==> src/rtl/pstr_pkg.sv <==
// ----------------------------------------------------------------------------
// pstr_pkg
// Shared types and constants for the scope trace renderer: field widths,
// operation and register codes, sequencer states and the pixel unit control.
// ----------------------------------------------------------------------------
package pstr_pkg;

    // default screen size
    localparam int DEF_WIDTH  = 320;
    localparam int DEF_HEIGHT = 240;

    // payload field widths
    localparam int OP_W       = 2;
    localparam int SAMPLE_W   = 16;
    localparam int RCOL_W     = 9;
    localparam int RROW_W     = 8;
    localparam int PIX_W      = 8;
    localparam int CH_W       = 8;
    localparam int PIXEL_W    = 2 * CH_W;
    localparam int CFG_IDX_W  = 1;
    localparam int CFG_DATA_W = 8;

    // a Q1.15 sample times HEIGHT/4 is the product shifted right by 17
    localparam int Q_SHIFT    = 17;

    // reset value of both intensity registers
    localparam logic [CH_W-1:0] INTENSITY_RST = 8'hff;

    typedef enum logic [OP_W-1:0] {
        OP_DRAW = 2'd0,
        OP_FADE = 2'd1,
        OP_READ = 2'd2
    } op_t;

    typedef enum logic [CFG_IDX_W-1:0] {
        REG_INTENSITY_A = 1'd0,
        REG_INTENSITY_B = 1'd1
    } reg_idx_t;

    typedef enum logic [9:0] {
        ST_CLEAR  = 10'b00_0000_0001,
        ST_IDLE   = 10'b00_0000_0010,
        ST_ROW    = 10'b00_0000_0100,
        ST_SETUP  = 10'b00_0000_1000,
        ST_RD     = 10'b00_0001_0000,
        ST_WR     = 10'b00_0010_0000,
        ST_LOOKUP = 10'b00_0100_0000,
        ST_RDATA  = 10'b00_1000_0000,
        ST_SPARE0 = 10'b01_0000_0000,
        ST_SPARE1 = 10'b10_0000_0000
    } state_t;

    // control of the shared pixel unit
    typedef struct packed {
        logic            fade;
        logic [CH_W-1:0] add_a;
        logic [CH_W-1:0] add_b;
    } pixel_op_t;

endpackage

==> src/rtl/pstr_pixel_alu.sv <==
// ----------------------------------------------------------------------------
// pstr_pixel_alu
// Shared pixel unit: saturating add of both intensities for a drawn pixel,
// or the persistence decay b - (b>>4) - (b>>5) on both channels for a fade.
// ----------------------------------------------------------------------------
module pstr_pixel_alu (
    input  pstr_pkg::pixel_op_t          op,
    input  logic [pstr_pkg::PIXEL_W-1:0] pixel_in,
    output logic [pstr_pkg::PIXEL_W-1:0] pixel_out
);

    localparam int CH_W = pstr_pkg::CH_W;

    logic [CH_W-1:0] ch0, ch1;
    logic [CH_W:0]   sum0, sum1;
    logic [CH_W-1:0] draw0, draw1, fade0, fade1;

    assign ch0 = pixel_in[CH_W-1:0];
    assign ch1 = pixel_in[2*CH_W-1:CH_W];

    // saturating add
    assign sum0  = {1'b0, ch0} + {1'b0, op.add_a};
    assign sum1  = {1'b0, ch1} + {1'b0, op.add_b};
    assign draw0 = sum0[CH_W] ? {CH_W{1'b1}} : sum0[CH_W-1:0];
    assign draw1 = sum1[CH_W] ? {CH_W{1'b1}} : sum1[CH_W-1:0];

    // decay, never underflows
    assign fade0 = ch0 - (ch0 >> 4) - (ch0 >> 5);
    assign fade1 = ch1 - (ch1 >> 4) - (ch1 >> 5);

    assign pixel_out = op.fade ? {fade1, fade0} : {draw1, draw0};

endmodule
==> config.mk <==
export PLATFORM = sky130hd
export DESIGN_NAME = pstr_pixel_alu
export DESIGN_NICKNAME = d
export VERILOG_FILES = /design/src/rtl/pstr_pkg.sv /design/src/rtl/pstr_pixel_alu.sv
export SDC_FILE = /design/constraint.sdc
export NUM_CORES = 1
export LEC_CHECK = 0
export ABC_AREA = 1
export ABC_CLOCK_PERIOD_IN_PS = 2340
export CAP_MARGIN = 20
export CORE_AREA = 2 2 57 59
export DETAILED_ROUTE_END_ITERATION = 12
export DIE_AREA = 0 0 59 61
export DONT_BUFFER_PORTS = 1
export PLACE_DENSITY = 0.83
export SYNTH_ARGS = -nofsm -noshare
export SYNTH_HDL_FRONTEND = slang
export SYNTH_SLANG_ARGS = --single-unit
==> constraint.sdc <==
create_clock -name vclk -period 2.34
set_input_delay 0.234 -clock vclk [all_inputs]
set_output_delay 0.234 -clock vclk [all_outputs]
set_load 0.02 [all_outputs]
==> impl_metrics.ini, run 1 <==
[critical_path]
crit_fanout = 5
timing_worst_setup_path_type = in -> out
worst_setup_path_end_kind = output port
worstPathArrival_ps = 1960
timing.critical_path.from = pixel_in[6]
timing.critical_path.required_ps = 2110
setup.worst_path.start_class = primary input

[placed_design]
numPlacedInstances = 342
finalWeightedCongestion = 0.899
io_buffers = 0
place.detailed.hpwl_um = 3500

[final_layout]
syn2layout_area_growth_pct = 2.47
flops_and_latches = 0
final_layout_size_suffix_gt1_share_pct = 3.24
antennaDiodeCount = 0
finish.net_count = 386
n_fill_cell = 311
final_cell_count_no_fill = 342
final.clkbuf_count = 0
seq_area_um2 = 0

[logic_synthesis]
synthesis.area_per_instance_um2 = 5.73
most_area_hungry_cell_type_in_the_yosys_netlist = sky130_fd_sc_hd__ha_1
count_of_mapped_cells_out_of_synthesis = 309
synth.top_cell.area_share_pct = 24.0
synth_seq_area_share_pct = 0
synth_area_leaders = sky130_fd_sc_hd__ha_1, sky130_fd_sc_hd__nand2_1, sky130_fd_sc_hd__inv_1
synth_nets = 384
yosys.cell_types.count = 25
yosys-top-cells-count = sky130_fd_sc_hd__nand2_1, sky130_fd_sc_hd__inv_1, sky130_fd_sc_hd__ha_1
synthMostInstantiatedCell = sky130_fd_sc_hd__nand2_1
syn_area_um2 = 1770
yosysWarnings = 0

[clocking]
post_cts.resized_instances = 0
cts_setup_buffers = 0
post_cts_hold_buffer_count = 0

[min_path]
timing.hold.worst.start = op[16]
whs_endpoint = pixel_out[2]
hold_path.class = in -> out
hold_path_depth = 1

[global_route]
grt_busiest_layer = met2
grt_max_degree = 19
global_route.usage.met3_pct = 4.26
wire_length_of_the_first_global_routing_pass_um = 6450
number_of_antenna_violations_at_the_first_check_in_global_routing = 0
overflow = 0
grt_util_met2_pct = 46.5
number_of_global_route_vias_before_repair = 1654
met1_usage_pct = 23.7
track_usage_pct = 22.5

[power_and_ir_drop]
power_switching_share_pct = 63.0
cell_internal_pwr_uw = 208
p_switching_uw = 355
total_leakage_power_uw = 0.00111
combPwrFrac_pct = 100.0
clockPowerShare_pct = 0
vdd.ir_drop.worst_mv = 0.156
pwr_density_cell_nw_per_um2 = 310
power_frac_seq_pct = 0
overall_power_after_layout_uw = 563

[timing]
worst_slew_margin_relative_to_its_limit_pct = 74.8
report.final.hold_viol_count = 0
maxSlewViolCount = 0
rsz0062_at_grt = no
setup_total_negative_slack_ps = 0
layout_min_cycle_time_ps = 2200
highest_clock_frequency_the_design_can_meet_mhz = 455
post-route-period-util_pct = 94.0
setup_viol = 0
worst_pin_slew_ps = 376

[floorplan]
die_h_um = 61
core_um2 = 2950
die_width_um = 59
ios = 49
num_rows = 20
start_util_pct = 60.0
die-area_um2 = 3600

[drt]
drt_first_iter_violations = 93
drt_drc_violations_left = 0
final_antenna_net_count = 0
drt-pass1-iter-count = 4
routed-via-count = 1807
average_vias_per_placed_instance = 5.28
postRouteWirelength_um = 3940
drt-wirelength-per-cell_um = 11.5

[job]
drv.max_cap_violation_count = 0

[status]
run_status = complete, no violations
-- logic make-up after synthesis --
family,synth area share [%]
AO/OA/AOI/OAI,6.36
XOR/XNOR,5.93
adder cells (fa/ha/maj),33.1
buffers and inverters,14.1
AND/OR/NAND/NOR,40.6
-- final cells by class --
class / instances / area (µm²) / share of cell area, %
multi-input cells: 244 / 1520 / 83.9
inverters: 63 / 236 / 13.0
well taps: 33 / 41.3 / 2.27
repair buffers: 2 / 15.0 / 0.827
-- metal layers --
metal | up-vias | wire length [µm]
met3 | 4 | 290
met5 | - | 0
met2 | 58 | 2050
met1 | 784 | 1560
li1 | 961 | -
met4 | 0 | 42
-- critical path, stage by stage --
cell	delay, ps
sky130_fd_sc_hd__inv_1	90
sky130_fd_sc_hd__fa_1	450
sky130_fd_sc_hd__ha_1	370
sky130_fd_sc_hd__nand2_1	90
sky130_fd_sc_hd__inv_1	50
sky130_fd_sc_hd__a21oi_1	150
sky130_fd_sc_hd__xor2_1	160
sky130_fd_sc_hd__nor2_1	50
sky130_fd_sc_hd__nor2_1	310
-- placed cells by master, fill, tap and decap left out, drive strengths merged, types with 2 or more instances in the layout --
master	Yosys	routed
a21oi	12	12
ha	34	34
buf	2	2
nand3	33	33
fa	8	8
and2	2	2
inv	63	63
o21bai	2	2
xnor2	6	6
nand2	101	101
nand4	3	3
nor2	25	25
or2	4	4
o21ai	6	6
xor2	6	6
-- worst max-delay path by stage --
stage,slack [ps],depth (start not counted),endpoint
final,140,9,pixel_out[4]
after global routing,20,9,pixel_out[4]
after CTS,150,9,pixel_out[4]
after detailed placement,160,9,pixel_out[4]
after global placement,190,9,pixel_out[4]
after floorplan,170,7,pixel_out[11]
-- power groups by stage --
stage	registers, µW	logic, µW	clock network [µW]
final	0	563	0
after global routing	0	643	0
after CTS	0	565	0
after detailed placement	0	562	0
after global placement	0	551	0
after floorplan	0	471	0
-- metrics by stage --
step | setup WS (ps) | cell area, µm² | hold slack [ps] | utilization, %
floorplan | 169 | 1770 | 707 | -
finish | 141 | 1820 | 631 | 61.5
CTS | 154 | 1820 | 632 | 61.5
detailed placement | 156 | 1820 | 632 | 61.5
global route | 21.6 | 1820 | 642 | 61.5
global placement | 191 | 1820 | 631 | 61.5
No activity file was read; power rests on OpenSTA's default activity.
==> run 2: changes to the inputs <==
ABC_AREA = not set   (was 1)
CORE_AREA = 2 2 53 55   (was 2 2 57 59)
DIE_AREA = 0 0 55 57   (was 0 0 59 61)
PLACE_DENSITY = 0.85   (was 0.83)
==> impl_metrics.ini, run 2 <==
[floorplan]
start_util_pct = 60.1
die-area_um2 = 3140
core_um2 = 2620
die_width_um = 55
ios = 49
num_rows = 19
die_h_um = 57

[power_and_ir_drop]
p_switching_uw = 363
power_frac_seq_pct = 0
combPwrFrac_pct = 100.0
vdd.ir_drop.worst_mv = 0.263
power_switching_share_pct = 53.8
clockPowerShare_pct = 0
pwr_density_cell_nw_per_um2 = 377
cell_internal_pwr_uw = 312
total_leakage_power_uw = 0.000827
overall_power_after_layout_uw = 675

[logic_synthesis]
synth_nets = 270
syn_area_um2 = 1570
most_area_hungry_cell_type_in_the_yosys_netlist = sky130_fd_sc_hd__ha_1
synth.top_cell.area_share_pct = 27.0
count_of_mapped_cells_out_of_synthesis = 195
synth_seq_area_share_pct = 0
synthesis.area_per_instance_um2 = 8.07
yosysWarnings = 0
synthMostInstantiatedCell = sky130_fd_sc_hd__ha_1
synth_area_leaders = sky130_fd_sc_hd__ha_1, sky130_fd_sc_hd__fa_1, sky130_fd_sc_hd__xnor2_1
yosys-top-cells-count = sky130_fd_sc_hd__ha_1, sky130_fd_sc_hd__inv_1, sky130_fd_sc_hd__a21oi_1
yosys.cell_types.count = 34

[clocking]
cts_setup_buffers = 0
post_cts_hold_buffer_count = 0

[global_route]
grt_max_degree = 25
wire_length_of_the_first_global_routing_pass_um = 5740
number_of_global_route_vias_before_repair = 1369
track_usage_pct = 23.2
number_of_antenna_violations_at_the_first_check_in_global_routing = 0
overflow = 0

[timing]
maxSlewViolCount = 0
layout_min_cycle_time_ps = 2300
highest_clock_frequency_the_design_can_meet_mhz = 435
report.final.hold_viol_count = 0
final_critical_path_setup_slack_ps = 41.1
setup_viol = 0
worst_pin_slew_ps = 466
post-route-period-util_pct = 98.2
rsz0062_at_grt = yes
worst_slew_margin_relative_to_its_limit_pct = 69.0

[critical_path]
crit_fanout = 4
critical_path_cell_list = inv_1 -> fa_1 -> ha_4 -> a21o_1 -> a21oi_2 -> o21ai_2 -> xnor2_1 -> a22oi_2
worstPathArrival_ps = 2060
timing.critical_path.slowest_cell_delay_ps = 590
worst_path_max_delay_cell = sky130_fd_sc_hd__fa_1
worst_setup_path_end_kind = output port
timing_worst_setup_path_type = in -> out
setup.worst_path.start_class = primary input
timing.critical_path.required_ps = 2110

[drt]
drt_drc_violations_left = 0
drt-wirelength-per-cell_um = 15.3
routed-via-count = 1435
postRouteWirelength_um = 3640
drt-pass1-iter-count = 4
average_vias_per_placed_instance = 6.03
drt_first_iter_violations = 44
final_antenna_net_count = 0

[final_layout]
final_cell_count_no_fill = 238
final.clkbuf_count = 0
layout.cells.most_common_list = sky130_fd_sc_hd__ha_1, sky130_fd_sc_hd__inv_1, sky130_fd_sc_hd__a21oi_1
seq_area_um2 = 0
final_layout_size_suffix_gt1_share_pct = 19.3
flops_and_latches = 0
antennaDiodeCount = 0
finalInstanceArea_um2 = 1790
syn2layout_area_growth_pct = 13.9
final_common_cell = sky130_fd_sc_hd__ha_1
finish.net_count = 284

[placed_design]
finalWeightedCongestion = 0.891
numPlacedInstances = 238
pre_cts_ws_ps = -125
place.detailed.hpwl_um = 2970
io_buffers = 0
dpl-instance-area_um2 = 1720

[job]
drv.max_cap_violation_count = 0

[status]
run_status = complete, no violations

[min_path]
hold_path.class = in -> out
==> run 2: cell types whose count changed in the layout (fill, tap and decap cells not counted), sizes merged, moves of 12 or more <==
cell | previous run | this run
nand2 | 101 | 5
buf | 2 | 14
nand3 | 33 | 0
a21oi | 12 | 24
xnor2 | 6 | 18
inv | 63 | 26
nor2 | 25 | 6
==> run 2: kinds of logic after synthesis <==
kind of cell / after synthesis / share of synthesized area (%)
AO/OA/AOI/OAI: 72 / 32.9
XOR/XNOR: 23 / 12.8
adder cells (fa/ha/maj): 42 / 37.2
buffers and inverters: 28 / 6.68
multiplexers: 2 / 1.59
AND/OR/NAND/NOR: 28 / 8.83
==> run 2: layout make-up <==
cell class | count | area [µm²]
fillers | 209 | 823
inverters | 26 | 97.6
repair buffers | 14 | 105
multi-input cells | 167 | 1550
well taps | 31 | 38.8
==> run 2: path summary, 6_finish.rpt <==
| kind | from | endpoint | slack, ps | cells after the start |
|---|---|---|---|---|
| min | op[16] | pixel_out[15] | 550 | 1 |
| max | pixel_in[14] | pixel_out[14] | 40 | 8 |
==> run 2: metrics by stage <==
step / util, % / hold WS (ps) / setup TNS [ps]
final: 68.5 / 550 / 0
after CTS: 66.5 / 547 / 0
after global placement: 65.8 / 546 / 0
after global routing: 68.5 / 550 / -9.55
after detailed placement: 65.8 / 547 / -258
after floorplan: - / 673 / 0
==> run 2: power by group through the flow <==
| stage | clock network [µW] | registers (µW) | logic [µW] |
|---|---|---|---|
| floorplan | 0 | 0 | 489 |
| global placement | 0 | 0 | 608 |
| detailed placement | 0 | 0 | 621 |
| CTS | 0 | 0 | 636 |
| global route | 0 | 0 | 742 |
| finish | 0 | 0 | 675 |
==> run 2: routing by layer <==
layer  routed length (µm)  vias up  track usage (%)
met5                    0        -                0
met4                   12        0             2.09
li1                     -      731                -
met1                 1650      654             32.6
met3                  238        4             2.09
met2                 1740       46             39.6
==> run 2: critical path, delay by kind of cell <==
family	cells	cell delay (ps)
buf+inv	1	60
compound gates	4	780
fa+ha+maj	2	830
xor+xnor	1	150
==> run 2: repair_timing <==
item | 4_1_cts | 5_1_grt
endpoints found under the setup margin | 4 | 6
pin swaps | 2 | 9
gates resized for setup | 3 | 12
